`config.mk`:
```
export PLATFORM = sky130hd
export DESIGN_NAME = polyline_view_cull_decimate_flat
export DESIGN_NICKNAME = d
export VERILOG_FILES = /design/src/hdl/pvcd_pkg.sv /design/src/hdl/pvcd_stream_if.sv /design/src/hdl/polyline_view_cull_decimate.sv /design/src/flat_wrapper.sv
export SDC_FILE = /design/constraint.sdc
export NUM_CORES = 2
export LEC_CHECK = 0
export ABC_AREA = 1
export BUFFER_PORTS_ARGS = -buffer_cell sky130_fd_sc_hd__buf_2
export CORE_UTILIZATION = 50
export CTS_CLUSTER_DIAMETER = 100
export DETAILED_ROUTE_END_ITERATION = 8
export MAX_ROUTING_LAYER = met4
export PLACE_DENSITY = 0.74
export RECOVER_POWER = 50
export SYNTH_ARGS = -nofsm -noshare
export SYNTH_HDL_FRONTEND = slang
export SYNTH_SLANG_ARGS = --single-unit
```
`constraint.sdc`:
```
create_clock -name clock -period 10.15 [get_ports clock]
set_clock_uncertainty 0.05 [all_clocks]
set_input_delay 0 -clock clock [delete_from_list [all_inputs] [get_ports clock]]
set_output_delay 0 -clock clock [all_outputs]
set_load 0.01 [all_outputs]
```
`src/hdl/pvcd_pkg.sv`:
```
// Package for the polyline view cull and decimate block.
// Holds the word types, register indexes and constants shared by the block, its checks and the testbench.
// No dependencies.
package pvcd_pkg;

   // Coordinate width used inside the block by default.
   localparam int COORD_BITS_DEF = 32;

   // Width of the coordinate fields on the channels.
   localparam int WORD_W = 32;

   // Configuration port.
   localparam int CSR_INDEX_W = 1;
   localparam int CSR_DATA_W  = 16;

   localparam logic [CSR_INDEX_W-1:0] CSR_VIEW_WIDTH  = 1'b0;
   localparam logic [CSR_INDEX_W-1:0] CSR_VIEW_HEIGHT = 1'b1;

   localparam logic [CSR_DATA_W-1:0] VIEW_WIDTH_RESET  = 16'd640;
   localparam logic [CSR_DATA_W-1:0] VIEW_HEIGHT_RESET = 16'd480;

   // Result actions.
   localparam logic ACT_APPEND = 1'b0;
   localparam logic ACT_CLOSE  = 1'b1;

   // Decimation radius: per-axis limit and squared distance.
   localparam int NEAR_DIST = 8;
   localparam int NEAR_SQ   = 64;

   // Most results that one vertex can cause.
   localparam int RES_MAX = 4;

   // Input word: one vertex.
   typedef struct packed {
      logic signed [WORD_W-1:0] point_x;
      logic signed [WORD_W-1:0] point_y;
      logic                     last_point;
   } req_word_type;

   // Output word: one append or close command.
   typedef struct packed {
      logic signed [WORD_W-1:0] vertex_x;
      logic signed [WORD_W-1:0] vertex_y;
      logic                     action;
      logic                     run_last;
   } rsp_word_type;

   // One buffered result before the run_last marker is attached.
   typedef struct packed {
      logic signed [WORD_W-1:0] vertex_x;
      logic signed [WORD_W-1:0] vertex_y;
      logic                     action;
   } res_slot_type;

endpackage

```
`src/hdl/pvcd_stream_if.sv`:
```
// Valid/ready stream channel used for the vertex and result words.
// The word type is a parameter; no other dependencies.
interface pvcd_stream_if #(
   parameter type payload_type = logic
) ();

   logic        valid;
   logic        ready;
   payload_type payload;

   modport source (output valid, output payload, input ready);
   modport sink   (input valid, input payload, output ready);

endinterface

```
`src/hdl/polyline_view_cull_decimate.sv`:
```
// Polyline view cull and decimate. Vertices of one polyline arrive one word per cycle while
// the block is ready and are registered; one pass of logic classifies the vertex against the
// view box, settles the vertex two places back and loads its results into a four-entry result
// buffer that drains one word per cycle while the output is ready. Ordinary vertices, which
// cause at most one result, stream at one per clock unless the output stalls; each passes
// through the input register and then the result buffer before its first result word.
// The final vertex of a polyline causes up to four results (pending flush and the closing
// word); the result buffer drains them in turn, and the input holds until the last is taken.
// Depends on pvcd_pkg and pvcd_stream_if.
module polyline_view_cull_decimate #(
   parameter int COORD_BITS = pvcd_pkg::COORD_BITS_DEF
) (
   input  logic                                clock,
   input  logic                                reset,
   pvcd_stream_if.sink                         req_ch,
   pvcd_stream_if.source                       rsp_ch,
   input  logic                                csr_we,
   input  logic [pvcd_pkg::CSR_INDEX_W-1:0]    csr_index,
   input  logic [pvcd_pkg::CSR_DATA_W-1:0]     csr_wdata
);
   import pvcd_pkg::*;

   localparam int CW    = COORD_BITS;
   localparam int CMP_W = ((CW > CSR_DATA_W + 1) ? CW : CSR_DATA_W + 1) + 1;
   localparam int CNT_W = $clog2(RES_MAX + 1);

   typedef logic signed [CW-1:0]    coord_type;
   typedef logic signed [CMP_W-1:0] cmp_type;
   typedef logic signed [CW:0]      dif_type;

   // Inside test against the box 0..lx, 0..ly.
   function automatic logic is_in(coord_type x, coord_type y, cmp_type lx, cmp_type ly);
      cmp_type xe;
      cmp_type ye;
      xe = cmp_type'(x);
      ye = cmp_type'(y);
      return (xe >= 0) && (xe <= lx) && (ye >= 0) && (ye <= ly);
   endfunction

   // Partial crossing test: straight left to right, or top to bottom.
   function automatic logic crosses(coord_type ax, coord_type ay, coord_type bx,
                                    coord_type by, cmp_type lx, cmp_type ly);
      cmp_type axe;
      cmp_type aye;
      cmp_type bxe;
      cmp_type bye;
      logic    lr;
      logic    tb;
      axe = cmp_type'(ax);
      aye = cmp_type'(ay);
      bxe = cmp_type'(bx);
      bye = cmp_type'(by);
      lr = (axe < 0) && (aye >= 0) && (aye <= ly) && (bxe > lx) && (bye >= 0) && (bye <= ly);
      tb = (aye < 0) && (axe >= 0) && (axe <= lx) && (bye > ly) && (bxe >= 0) && (bxe <= lx);
      return lr || tb;
   endfunction

   // Squared distance within the decimation radius.
   function automatic logic near(coord_type x, coord_type y, coord_type kx, coord_type ky);
      dif_type    dx;
      dif_type    dy;
      logic [7:0] sq;
      dx = dif_type'(x) - dif_type'(kx);
      dy = dif_type'(y) - dif_type'(ky);
      if (dx < 0) begin
         dx = -dx;
      end
      if (dy < 0) begin
         dy = -dy;
      end
      sq = 8'(dx[3:0]) * 8'(dx[3:0]) + 8'(dy[3:0]) * 8'(dy[3:0]);
      return (dx <= dif_type'(NEAR_DIST)) && (dy <= dif_type'(NEAR_DIST)) &&
             (sq <= 8'(NEAR_SQ));
   endfunction

   // Configuration registers.
   logic [CSR_DATA_W-1:0] view_w_ff;
   logic [CSR_DATA_W-1:0] view_h_ff;

   always_ff @(posedge clock) begin
      if (reset) begin
         view_w_ff <= VIEW_WIDTH_RESET;
         view_h_ff <= VIEW_HEIGHT_RESET;
      end else if (csr_we) begin
         if (csr_index == CSR_VIEW_WIDTH) begin
            view_w_ff <= csr_wdata;
         end else if (csr_index == CSR_VIEW_HEIGHT) begin
            view_h_ff <= csr_wdata;
         end
      end
   end

   // Box limits; a zero size gives a limit of -1.
   cmp_type lim_x;
   cmp_type lim_y;
   assign lim_x = cmp_type'(signed'({1'b0, view_w_ff})) - cmp_type'(1);
   assign lim_y = cmp_type'(signed'({1'b0, view_h_ff})) - cmp_type'(1);

   // Input register.
   logic      in_vld_ff;
   coord_type in_x_ff;
   coord_type in_y_ff;
   logic      in_last_ff;
   logic      grp_free;
   logic      take;

   assign req_ch.ready = !in_vld_ff || grp_free;

   always_ff @(posedge clock) begin
      if (reset) begin
         in_vld_ff <= 1'b0;
      end else if (req_ch.ready) begin
         in_vld_ff <= req_ch.valid;
      end
   end

   always_ff @(posedge clock) begin
      if (req_ch.ready && req_ch.valid) begin
         in_x_ff    <= coord_type'(req_ch.payload.point_x[CW-1:0]);
         in_y_ff    <= coord_type'(req_ch.payload.point_y[CW-1:0]);
         in_last_ff <= req_ch.payload.last_point;
      end
   end

   // Pending vertices and run state.
   coord_type pend_x_ff [2];
   coord_type pend_y_ff [2];
   logic      pend_ins_ff [2];
   logic      pend_keep_ff [2];
   logic [1:0] pend_cnt_ff;
   coord_type kept_x_ff;
   coord_type kept_y_ff;
   logic      run_start_ff;
   logic      run_open_ff;

   coord_type pend_x_in [2];
   coord_type pend_y_in [2];
   logic      pend_ins_in [2];
   logic      pend_keep_in [2];
   logic [1:0] pend_cnt_in;
   coord_type kept_x_in;
   coord_type kept_y_in;
   logic      run_start_in;
   logic      run_open_in;

   // Results of the vertex in the input register.
   res_slot_type    res [RES_MAX];
   logic [CNT_W-1:0] res_n;

   // Working signals of the pass.
   logic      two_pend;
   logic      ins_new;
   logic      keep_new;
   logic      pk0;
   logic      pk1;
   coord_type prv_x;
   coord_type prv_y;
   logic      prv_ins;
   coord_type q0_x;
   coord_type q0_y;
   logic      q0_ins;
   logic      q0_keep;
   logic      near0;
   logic      near1_k;
   logic      near1_a;
   coord_type s_x [3];
   coord_type s_y [3];
   logic      s_on [3];
   logic      s_keep [3];
   logic      s_nk [3];
   logic      s_fin [3];
   logic      s_near [3];
   logic      app0;
   logic      rs;
   logic      ro;

   assign two_pend = pend_cnt_ff[1];

   // Neighbor keep flags against the newest pending vertex.
   always_comb begin
      ins_new  = is_in(in_x_ff, in_y_ff, lim_x, lim_y);
      prv_x    = two_pend ? pend_x_ff[1] : pend_x_ff[0];
      prv_y    = two_pend ? pend_y_ff[1] : pend_y_ff[0];
      prv_ins  = two_pend ? pend_ins_ff[1] : pend_ins_ff[0];
      keep_new = ins_new;
      pk0      = pend_keep_ff[0];
      pk1      = pend_keep_ff[1];
      if (pend_cnt_ff != 2'd0) begin
         if (prv_ins || ins_new ||
             crosses(prv_x, prv_y, in_x_ff, in_y_ff, lim_x, lim_y)) begin
            if (two_pend) begin
               pk1 = 1'b1;
            end else begin
               pk0 = 1'b1;
            end
         end
         if (prv_ins ||
             (!ins_new && crosses(prv_x, prv_y, in_x_ff, in_y_ff, lim_x, lim_y))) begin
            keep_new = 1'b1;
         end
      end
   end

   // Oldest pending vertex after the shift, and the distance tests run side by side.
   always_comb begin
      q0_x    = two_pend ? pend_x_ff[1] : (pend_cnt_ff == 2'd1) ? pend_x_ff[0] : in_x_ff;
      q0_y    = two_pend ? pend_y_ff[1] : (pend_cnt_ff == 2'd1) ? pend_y_ff[0] : in_y_ff;
      q0_ins  = two_pend ? pend_ins_ff[1] : (pend_cnt_ff == 2'd1) ? pend_ins_ff[0] : ins_new;
      q0_keep = two_pend ? pk1 : (pend_cnt_ff == 2'd1) ? pk0 : keep_new;
      near0   = near(pend_x_ff[0], pend_y_ff[0], kept_x_ff, kept_y_ff);
      near1_k = near(q0_x, q0_y, kept_x_ff, kept_y_ff);
      near1_a = near(q0_x, q0_y, pend_x_ff[0], pend_y_ff[0]);
   end

   // Decision slots: the vertex two back, then on the final vertex the flush.
   always_comb begin
      s_on[0]   = two_pend;
      s_x[0]    = pend_x_ff[0];
      s_y[0]    = pend_y_ff[0];
      s_keep[0] = pk0;
      s_nk[0]   = pk1;
      s_fin[0]  = 1'b0;

      s_on[1]   = in_last_ff && (pend_cnt_ff != 2'd0);
      s_x[1]    = q0_x;
      s_y[1]    = q0_y;
      s_keep[1] = q0_keep;
      s_nk[1]   = keep_new;
      s_fin[1]  = 1'b0;

      s_on[2]   = in_last_ff;
      s_x[2]    = in_x_ff;
      s_y[2]    = in_y_ff;
      s_keep[2] = keep_new;
      s_nk[2]   = 1'b0;
      s_fin[2]  = 1'b1;
   end

   // Decide each slot in order and gather the results.
   always_comb begin
      for (int i = 0; i < RES_MAX; i++) begin
         res[i] = '0;
      end
      res_n     = '0;
      rs        = run_start_ff;
      ro        = run_open_ff;
      kept_x_in = kept_x_ff;
      kept_y_in = kept_y_ff;
      app0      = 1'b0;
      s_near[0] = near0;
      s_near[1] = 1'b0;
      s_near[2] = 1'b0;
      for (int s = 0; s < 3; s++) begin
         if (s == 1) begin
            s_near[1] = app0 ? near1_a : near1_k;
         end
         if (s_on[s]) begin
            if (!s_keep[s]) begin
               if (ro) begin
                  res[res_n[1:0]].action = ACT_CLOSE;
                  res_n = res_n + CNT_W'(1);
                  ro = 1'b0;
                  rs = 1'b1;
               end
            end else if (!(!rs && !s_fin[s] && s_nk[s] && s_near[s])) begin
               res[res_n[1:0]].vertex_x = WORD_W'(s_x[s]);
               res[res_n[1:0]].vertex_y = WORD_W'(s_y[s]);
               res[res_n[1:0]].action   = ACT_APPEND;
               res_n = res_n + CNT_W'(1);
               kept_x_in = s_x[s];
               kept_y_in = s_y[s];
               rs = 1'b0;
               ro = 1'b1;
               if (s == 0) begin
                  app0 = 1'b1;
               end
            end
         end
      end
      // The final vertex always ends with a closing word.
      if (in_last_ff) begin
         res[res_n[1:0]].action = ACT_CLOSE;
         res_n = res_n + CNT_W'(1);
         rs = 1'b1;
         ro = 1'b0;
      end
      run_start_in = rs;
      run_open_in  = ro;
   end

   // Pending list after the shift and insert.
   always_comb begin
      pend_x_in[0]    = q0_x;
      pend_y_in[0]    = q0_y;
      pend_ins_in[0]  = q0_ins;
      pend_keep_in[0] = q0_keep;
      pend_x_in[1]    = in_x_ff;
      pend_y_in[1]    = in_y_ff;
      pend_ins_in[1]  = ins_new;
      pend_keep_in[1] = keep_new;
      if (in_last_ff) begin
         pend_cnt_in = 2'd0;
      end else if (pend_cnt_ff == 2'd0) begin
         pend_cnt_in = 2'd1;
      end else begin
         pend_cnt_in = 2'd2;
      end
   end

   logic step;
   assign step = in_vld_ff && grp_free;

   always_ff @(posedge clock) begin
      if (reset) begin
         pend_cnt_ff  <= 2'd0;
         run_start_ff <= 1'b1;
         run_open_ff  <= 1'b0;
      end else if (step) begin
         pend_cnt_ff  <= pend_cnt_in;
         run_start_ff <= run_start_in;
         run_open_ff  <= run_open_in;
      end
   end

   always_ff @(posedge clock) begin
      if (step) begin
         pend_x_ff    <= pend_x_in;
         pend_y_ff    <= pend_y_in;
         pend_ins_ff  <= pend_ins_in;
         pend_keep_ff <= pend_keep_in;
         kept_x_ff    <= kept_x_in;
         kept_y_ff    <= kept_y_in;
      end
   end

   // Result buffer: a shift line whose head is the output word.
   res_slot_type     grp_ff [RES_MAX];
   logic [CNT_W-1:0] grp_cnt_ff;

   assign take     = (grp_cnt_ff != '0) && rsp_ch.ready;
   assign grp_free = (grp_cnt_ff == '0) || ((grp_cnt_ff == CNT_W'(1)) && rsp_ch.ready);

   always_ff @(posedge clock) begin
      if (reset) begin
         grp_cnt_ff <= '0;
      end else if (step) begin
         grp_cnt_ff <= res_n;
      end else if (take) begin
         grp_cnt_ff <= grp_cnt_ff - CNT_W'(1);
      end
   end

   always_ff @(posedge clock) begin
      if (step) begin
         grp_ff <= res;
      end else if (take) begin
         for (int i = 0; i < RES_MAX - 1; i++) begin
            grp_ff[i] <= grp_ff[i+1];
         end
      end
   end

   // Output word.
   assign rsp_ch.valid            = (grp_cnt_ff != '0);
   assign rsp_ch.payload.vertex_x = grp_ff[0].vertex_x;
   assign rsp_ch.payload.vertex_y = grp_ff[0].vertex_y;
   assign rsp_ch.payload.action   = grp_ff[0].action;
   assign rsp_ch.payload.run_last = (grp_cnt_ff == CNT_W'(1));

endmodule

```
`src/flat_wrapper.sv`:
```
// flat-port wrapper written by rule: the top's interface ports become plain ports
module polyline_view_cull_decimate_flat import pvcd_pkg::*;
#(
   parameter int COORD_BITS = pvcd_pkg::COORD_BITS_DEF
)
  (clock, reset, csr_we, csr_index, csr_wdata, req_ch_valid, req_ch_payload, req_ch_ready, rsp_ch_valid, rsp_ch_payload, rsp_ch_ready);
  pvcd_stream_if #(.payload_type(req_word_type)) req_ch_i ();
  pvcd_stream_if #(.payload_type(rsp_word_type)) rsp_ch_i ();
  input  logic clock;
  input  logic reset;
  input  logic csr_we;
  input  logic [pvcd_pkg::CSR_INDEX_W-1:0] csr_index;
  input  logic [pvcd_pkg::CSR_DATA_W-1:0] csr_wdata;
  input wire logic [$bits(req_ch_i.valid)-1:0] req_ch_valid;
  input wire logic [$bits(req_ch_i.payload)-1:0] req_ch_payload;
  output wire logic [$bits(req_ch_i.ready)-1:0] req_ch_ready;
  output wire logic [$bits(rsp_ch_i.valid)-1:0] rsp_ch_valid;
  output wire logic [$bits(rsp_ch_i.payload)-1:0] rsp_ch_payload;
  input wire logic [$bits(rsp_ch_i.ready)-1:0] rsp_ch_ready;
  assign req_ch_i.valid = req_ch_valid;
  assign req_ch_i.payload = req_ch_payload;
  assign req_ch_ready = req_ch_i.ready;
  assign rsp_ch_valid = rsp_ch_i.valid;
  assign rsp_ch_payload = rsp_ch_i.payload;
  assign rsp_ch_i.ready = rsp_ch_ready;
  polyline_view_cull_decimate #(.COORD_BITS(COORD_BITS)) u_core (.clock(clock), .reset(reset), .req_ch(req_ch_i), .rsp_ch(rsp_ch_i), .csr_we(csr_we), .csr_index(csr_index), .csr_wdata(csr_wdata));
endmodule
```
# After elaboration in Yosys (flattened, before gate mapping)
# Index checks and enable logic that the tools add are counted.
# totals
out_inout_bits,68
wordCells,264
register_bits,561
# classes
bitwise,4
mux,115
eq_ne,3
reduce_logical,50
add_sub_neg,21
mul,6
n_lt_le_gt_ge,33
# ops
cell,n
bitwise mux 260 bit,9
two-way mux 260 bit,8
demux 65 bit (select 2 bit),7
two-way mux 32 bit,22
two-way mux 195 bit,2
two-way mux 33 bit,8
two-way mux 65 bit,4
"less-or-equal comparator 33 x 5 -> 1 bit, second input constant",6
"less-than comparator 33 x 1 -> 1 bit, second input constant",6
negation 33 bit,6
subtractor 32 x 32 -> 33 bit,6
">= comparator 32 x 1 -> 1 bit, second input constant",4
less-or-equal comparator 32 x 17 -> 1 bit,4
greater-than comparator 32 x 17 -> 1 bit,2
"less-than comparator 32 x 1 -> 1 bit, second input constant",2
two-way mux 64 bit,1
multiplier 4 x 4 -> 8 bit,6
two-way mux 1 bit,40
two-way mux 3 bit,12
"subtractor 16 x 1 -> 17 bit, second input constant",2
logical AND 1 bit,32
adder 8 bit,3
"less-or-equal comparator 8 x 7 -> 1 bit, second input constant",3
"adder 3 x 1 -> 3 bit, second input constant",3
other kinds (16),34

# Logic depth before layout (Yosys ltp)
# logic_depth
depth_word,35
ltp_mapped,62
mapped_depth_nobuf,58

# Worst setup path after synthesis
# OpenSTA, ideal clock, no wires.
# synth_timing
path_type,register -> register
start,reg u_core.grp_cnt_ff[1]
end,"reg u_core.grp_ff, in the netlist u_core.rsp_ch.payload[2], data pin"
required_time_ns,9.926
setup_ns,0.174
path_slack_ns,0.270
t_arrival_ns,9.655
synth_period_minus_slack_ns,9.880
stages_incl_launch_ff,12
cell_sequence,dfxtp_1 inv_1 ha_1 inv_1 nor2_1 nand2_1 nand2_1 inv_1 nor2_1 clkbuf_1 o221ai_1 nand2_1
# synth_between
elab_chain_cells,5
word_cells_on_any_way,6
classes_between,eq/ne: 1; mux: 1; reduce/logical: 4
# synth_lines
item,line_no,source
from (decl),polyline_view_cull_decimate.sv:338,logic [CNT_W-1:0] grp_cnt_ff;
from (signal assigned),polyline_view_cull_decimate.sv:347,grp_cnt_ff <= res_n;
from (signal assigned),polyline_view_cull_decimate.sv:349,grp_cnt_ff <= grp_cnt_ff - CNT_W'(1);
equality test 3 x 1 -> 1 bit,-,
via rsp_ch_payload[0],flat_wrapper.sv:18,output wire logic [$bits(rsp_ch_i.payload)-1:0] rsp_ch_payload;
logical AND 1 bit,polyline_view_cull_decimate.sv:341,assign grp_free = (grp_cnt_ff == '0) || ((grp_cnt_ff == CNT_W'(1)) && rsp_ch.ready);
logical OR 1 bit,polyline_view_cull_decimate.sv:341,
logical AND 1 bit,polyline_view_cull_decimate.sv:311,assign step = in_vld_ff && grp_free;
via u_core.step,polyline_view_cull_decimate.sv:310,logic step;
two-way mux 195 bit,polyline_view_cull_decimate.sv:354,if (step) begin
to (signal assigned),polyline_view_cull_decimate.sv:355,grp_ff <= res;
"to (signal, indexed assignment)",polyline_view_cull_decimate.sv:358,grp_ff[i] <= grp_ff[i+1];
to (decl),polyline_view_cull_decimate.sv:337,res_slot_type grp_ff [RES_MAX];
# The timed path passes the listed nets, and every way through them passes these cells.
# A chain may end at the register's enable or synchronous reset.

# Worst setup path after layout
# layout_timing
start,reg u_core.pend_y_ff[41] (netlist bit)
end,"reg u_core.grp_ff[174] (netlist bit), data pin"
# layout_between
word_cells_on_any_way,124
classes_between,add/sub: 11; mul: 3; order compare: 16; mux: 64; bitwise: 3; reduce/logical: 27
# layout_lines
item,line_no,source
from (decl),polyline_view_cull_decimate.sv:127,coord_type pend_y_ff [2];
from (signal assigned),polyline_view_cull_decimate.sv:328,pend_y_ff <= pend_y_in;
two-way mux 32 bit * (2 in series),polyline_view_cull_decimate.sv:207,q0_y = two_pend ? pend_y_ff[1] : (pend_cnt_ff == 2'd1) ? pend_y_ff[0] : in_y_ff;
via u_core.q0_y[9],polyline_view_cull_decimate.sv:160,coord_type q0_y;
subtractor 32 x 32 -> 33 bit,polyline_view_cull_decimate.sv:64,dy = dif_type'(y) - dif_type'(ky);
less-than comparator 33 x 1 -> 1 bit,polyline_view_cull_decimate.sv:68,if (dy < 0) begin
two-way mux 33 bit,polyline_view_cull_decimate.sv:68,
multiplier 4 x 4 -> 8 bit,polyline_view_cull_decimate.sv:71,sq = 8'(dx[3:0]) * 8'(dx[3:0]) + 8'(dy[3:0]) * 8'(dy[3:0]);
adder 8 bit,polyline_view_cull_decimate.sv:71,
less-or-equal comparator 8 x 7 -> 1 bit,polyline_view_cull_decimate.sv:73,(sq <= 8'(NEAR_SQ));
(+11 left out),-,
bitwise mux 260 bit,polyline_view_cull_decimate.sv:266,res[res_n[1:0]].vertex_x = WORD_W'(s_x[s]);
bitwise mux 260 bit,polyline_view_cull_decimate.sv:267,res[res_n[1:0]].vertex_y = WORD_W'(s_y[s]);
bitwise mux 260 bit,polyline_view_cull_decimate.sv:268,res[res_n[1:0]].action = ACT_APPEND;
two-way mux 260 bit,polyline_view_cull_decimate.sv:258,if (!s_keep[s]) begin
two-way mux 260 bit,polyline_view_cull_decimate.sv:257,if (s_on[s]) begin
bitwise mux 260 bit,polyline_view_cull_decimate.sv:282,res[res_n[1:0]].action = ACT_CLOSE;
two-way mux 260 bit *,polyline_view_cull_decimate.sv:281,if (in_last_ff) begin
two-way mux 195 bit *,polyline_view_cull_decimate.sv:354,
# The timed path passes the listed nets; every way through them passes the cells marked *.

==> results list <==
- After routing the design area is slightly below 60000 um^2.
- Post-DP Area: roughly 56000 um^2
- After detailed routing, the total wire length is 205000 um.
- The clock net in this run drives a total of around 560 sinks.
- Row generation in the floorplan step produced 119 rows.
- Routability-driven placement finished with a final weighted congestion of around 1.1.
- For this run, the register share of the synthesized area comes to 0.3077.
- The worst setup path is captured at a flop.
- Total global routing track utilization: 0.3766
* Antenna-violating nets left: 0
* Count of input and output buffers: 154
- Clk root buf: clkbuf_16
- In the routed layout, each cell is associated on average with a via count of 5.812.
- Category of cells accounting for the largest share of critical-path delay: adder cells
- The worst hold path belongs to the class in -> reg.
- Synthesis inferred 561 register bits.
- Of the available clock period, the critical path in the final layout requires 0.9614.
- CTS Buf Count: 57
* Number of buffer and inverter stages on the critical path: 12
- Seq. cell area: 16450 um^2
* Instance count after placement with tap cells included: 9394
* Fraction of layout instances using a drive strength above 1: 0.05879
- Status: finished, violations left
- Final count of negative-setup-slack endpoints: 0
- Net count reported at finish: 8725
- Adding up every negative setup slack in the final design gives 0 ns.
* Via count of the first global-routing pass: 50610
- After detailed routing, the average wire length per cell comes to roughly 21 um.
* Total DRC errors in the routed layout: 4
- In this design, the stage delay of the slowest critical-path cell is 0.54 ns.
* Mapped Avg Cell Area: 6.739 um^2
* Total of fill cells in the finished design: 10130
- The checks that failed: DRC, capacitance limit, slew limit.
* Arr. time, crit path: 10.08 ns
- The synthesized netlist contains 56 unique library cells.
* Slew HR: -1.984
- Summing all multi-input logic gate instances after layout gives around 32000 um^2.
- The die covers 108200 um^2.
- HPWL after detailed placement: 156500 um
* Core region area: 105600 um^2
- The first global-routing pass estimated 302400 um of wire.
- TritonCTS built the clock tree.
- Clock-pin slew was measured on the worst setup and hold paths at about 0.07 ns.
- Mapped cell area: 53450 um^2
* Number of warning messages in the yosys log: 0
* Maxcap violations: 5
* Later-pin clock latency in the skew report: 0.66 ns
- The routed layout has ~56000 vias.
* Initial standard-cell utilization of the core: 0.5063
* Worst-path cell with the longest stage delay: edfxtp_1
- Synthesized net count: ~8500
- Startpoint Class: flop
- In this run the horizontal extent of the chip is 329.0 um.
- Overflow after GRT: 0
- In this run the deepest clock path goes through 3 buffers.
- The first detailed-routing pass took 9 iterations.
* Final slew viol count: approximately 280
- The H-tree was split into 2 levels.
- From synthesis to final layout, the design area changed by 11.25%.
* Ports: 155
* Data required time at the worst endpoint: 10.47 ns
- The final hold violation count came to 0.
- The worst path needs 9.758 ns of the cycle, external delays included.
* Slew @ Worst Pin: roughly 4.5 ns
- Synthesized instance count: 7932
- Final Non-Filler Cells: roughly 9600
- Dominant cell type by count on the critical path: inv_1
- Entering global routing, the biggest net connects 168 pins.
* DIE HEIGHT: 329.0 um
* Kind of critical path: reg -> reg
- Initial antenna violation count: 12
- Achievable frequency: 102.5 MHz
- Of all nets on the critical path, the largest fanout is 14.
* DRC marker count from the first detailed-route iteration: 7224
[state kept, by name (all words and copies together) (netlist names), 3 cells and up]
| register | cells |
|---|---|
| u_core.rsp_ch.payload | 65 |
| u_core.in_x_ff | 32 |
| u_core.grp_ff | 195 |
| u_core.view_w_ff | 16 |
| u_core.grp_cnt_ff | 3 |
| u_core.in_y_ff | 32 |
| u_core.kept_y_ff | 32 |
| u_core.kept_x_ff | 32 |
| u_core.pend_y_ff | 64 |
| u_core.pend_x_ff | 64 |
| u_core.view_h_ff | 16 |
[path summary, 6_finish.rpt]
check / startpoint / end / slack [ns] / depth (start not counted)
worst max-delay path: u_core.pend_y_ff[41] / u_core.grp_ff[174] / 0.39 / 49
worst min-delay path: req_ch_payload[59] / u_core.in_x_ff[26] / 0.01 / 2
worst max register to register: u_core.pend_y_ff[41] / u_core.grp_ff[174] / 0.39 / 49
worst min register to register: u_core.view_h_ff[1] / u_core.view_h_ff[1] / 0.44 / 2
[through the flow]
step	setup WS, ns	hold slack, ns	utilization
2_1_floorplan	0.2703	0.01907	-
3_3_place_gp	0.2524	0.1267	0.5316
3_5_place_dp	0.1815	0.1281	0.5316
4_1_cts	0.1246	0.00002148	0.5601
5_1_grt	-0.005405	0.01363	0.5633
6_report	0.3916	0.01471	0.5633
[area by class of cell]
class	instances	share of cell area
flip-flops and latches	561	0.2766
diodes	6	0.0002525
clock buffers	65	0.02521
repair buffers	442	0.05595
well taps	1391	0.02927
inverters	1073	0.06805
multi-input cells	6048	0.5375
clock inverters	43	0.007091
[cell usage after synthesis (all sizes together)]
| cell | number | area, um^2 |
|---|---|---|
| a2111oi | 2 | 17.52 |
| a211oi | 2 | 15.01 |
| a21boi | 17 | 127.6 |
| a21o | 14 | 105.1 |
| a21oi | 313 | 1585 |
| a22oi | 47 | 352.8 |
| a31oi | 13 | 81.33 |
| a32oi | 1 | 8.760 |
| and2 | 6 | 37.54 |
| buf | 137 | 942.2 |
| clkbuf | 115 | 431.7 |
| clkinv | 3 | 11.26 |
| dfxtp | 40 | 800.8 |
| edfxtp | 521 | 15650 |
| fa | 74 | 1481 |
| ha | 381 | 4767 |
| inv | 1070 | 4019 |
| nand2 | 2706 | 10230 |
| nand2b | 2 | 12.51 |
| nand3 | 563 | 2870 |
| nand3b | 68 | 510.5 |
| nand4 | 155 | 969.7 |
| nor2 | 824 | 3177 |
| nor3 | 65 | 335.3 |
| nor3b | 1 | 7.510 |
| nor4 | 6 | 37.54 |
| o211ai | 114 | 855.8 |
| o21a | 10 | 75.07 |
| o21ai | 491 | 2472 |
| o21bai | 22 | 165.2 |
| o221ai | 4 | 35.03 |
| o22a | 1 | 8.760 |
| o22ai | 1 | 6.260 |
| o31ai | 1 | 7.510 |
| or2 | 3 | 18.77 |
| or3 | 1 | 6.260 |
| xnor2 | 49 | 444.2 |
| xor2 | 89 | 779.5 |
[placed cells by master, fill, tap and decap left out, types with 14 or more instances in the layout]
master and n:
clkinv_1 14, a21oi_1 305, nor2_1 794, o21ai_1 113, nand3b_1 68, xnor2_1 47, a22oi_1 47, nand4_1 155
buf_4 133, clkbuf_16 61, o21bai_1 22, nor3_1 61, a21boi_0 17, o211ai_1 114, inv_1 1049, o21ai_0 373
a21o_1 14, buf_2 81, nand2_1 2664, buf_12 17, clkbuf_1 100, edfxtp_1 521, ha_1 359, nand3_1 552
nor2_2 22, inv_2 16, fa_1 73, dlygate4sd3_1 108, xor2_1 88, nand2_2 38, dfxtp_1 39
[per-layer routing]
| metal | wire [um] | vias to the layer above | track usage |
|---|---|---|---|
| met3 | 28450 | 409 | 0.1013 |
| li1 | - | 26430 | - |
| met5 | 0 | - | - |
| met1 | 85700 | 25880 | 0.5261 |
| met4 | 5775 | 0 | 0.09879 |
| met2 | 85040 | 3246 | 0.5333 |
[cell families (layout without fill, tap and decap cells)]
family / count (synthesis) / after routing / synth area share
xor+xnor: 138 / 138 / 0.02289
buf+inv: 1325 / 1623 / 0.1011
other cells: 0 / 6 / 0
simple gates: 4400 / 4402 / 0.3407
flops: 561 / 561 / 0.3077
fa+ha+maj: 455 / 455 / 0.1169
compound gates: 1053 / 1053 / 0.1107
[what timing repair did]
| action | 4_1_cts | 5_1_grt |
|---|---|---|
| setup endpoints to repair | 0 | 260 |
| resized for setup | 0 | 91 |
| hold buffers | 108 | 0 |
| endpoints found under the hold margin | 102 | 0 |
| buffers inserted | 0 | 9 |
Power is left out: the tool's default activity adds up to more than one toggle a clock period on the data nets, which glitch-free logic cannot reach.
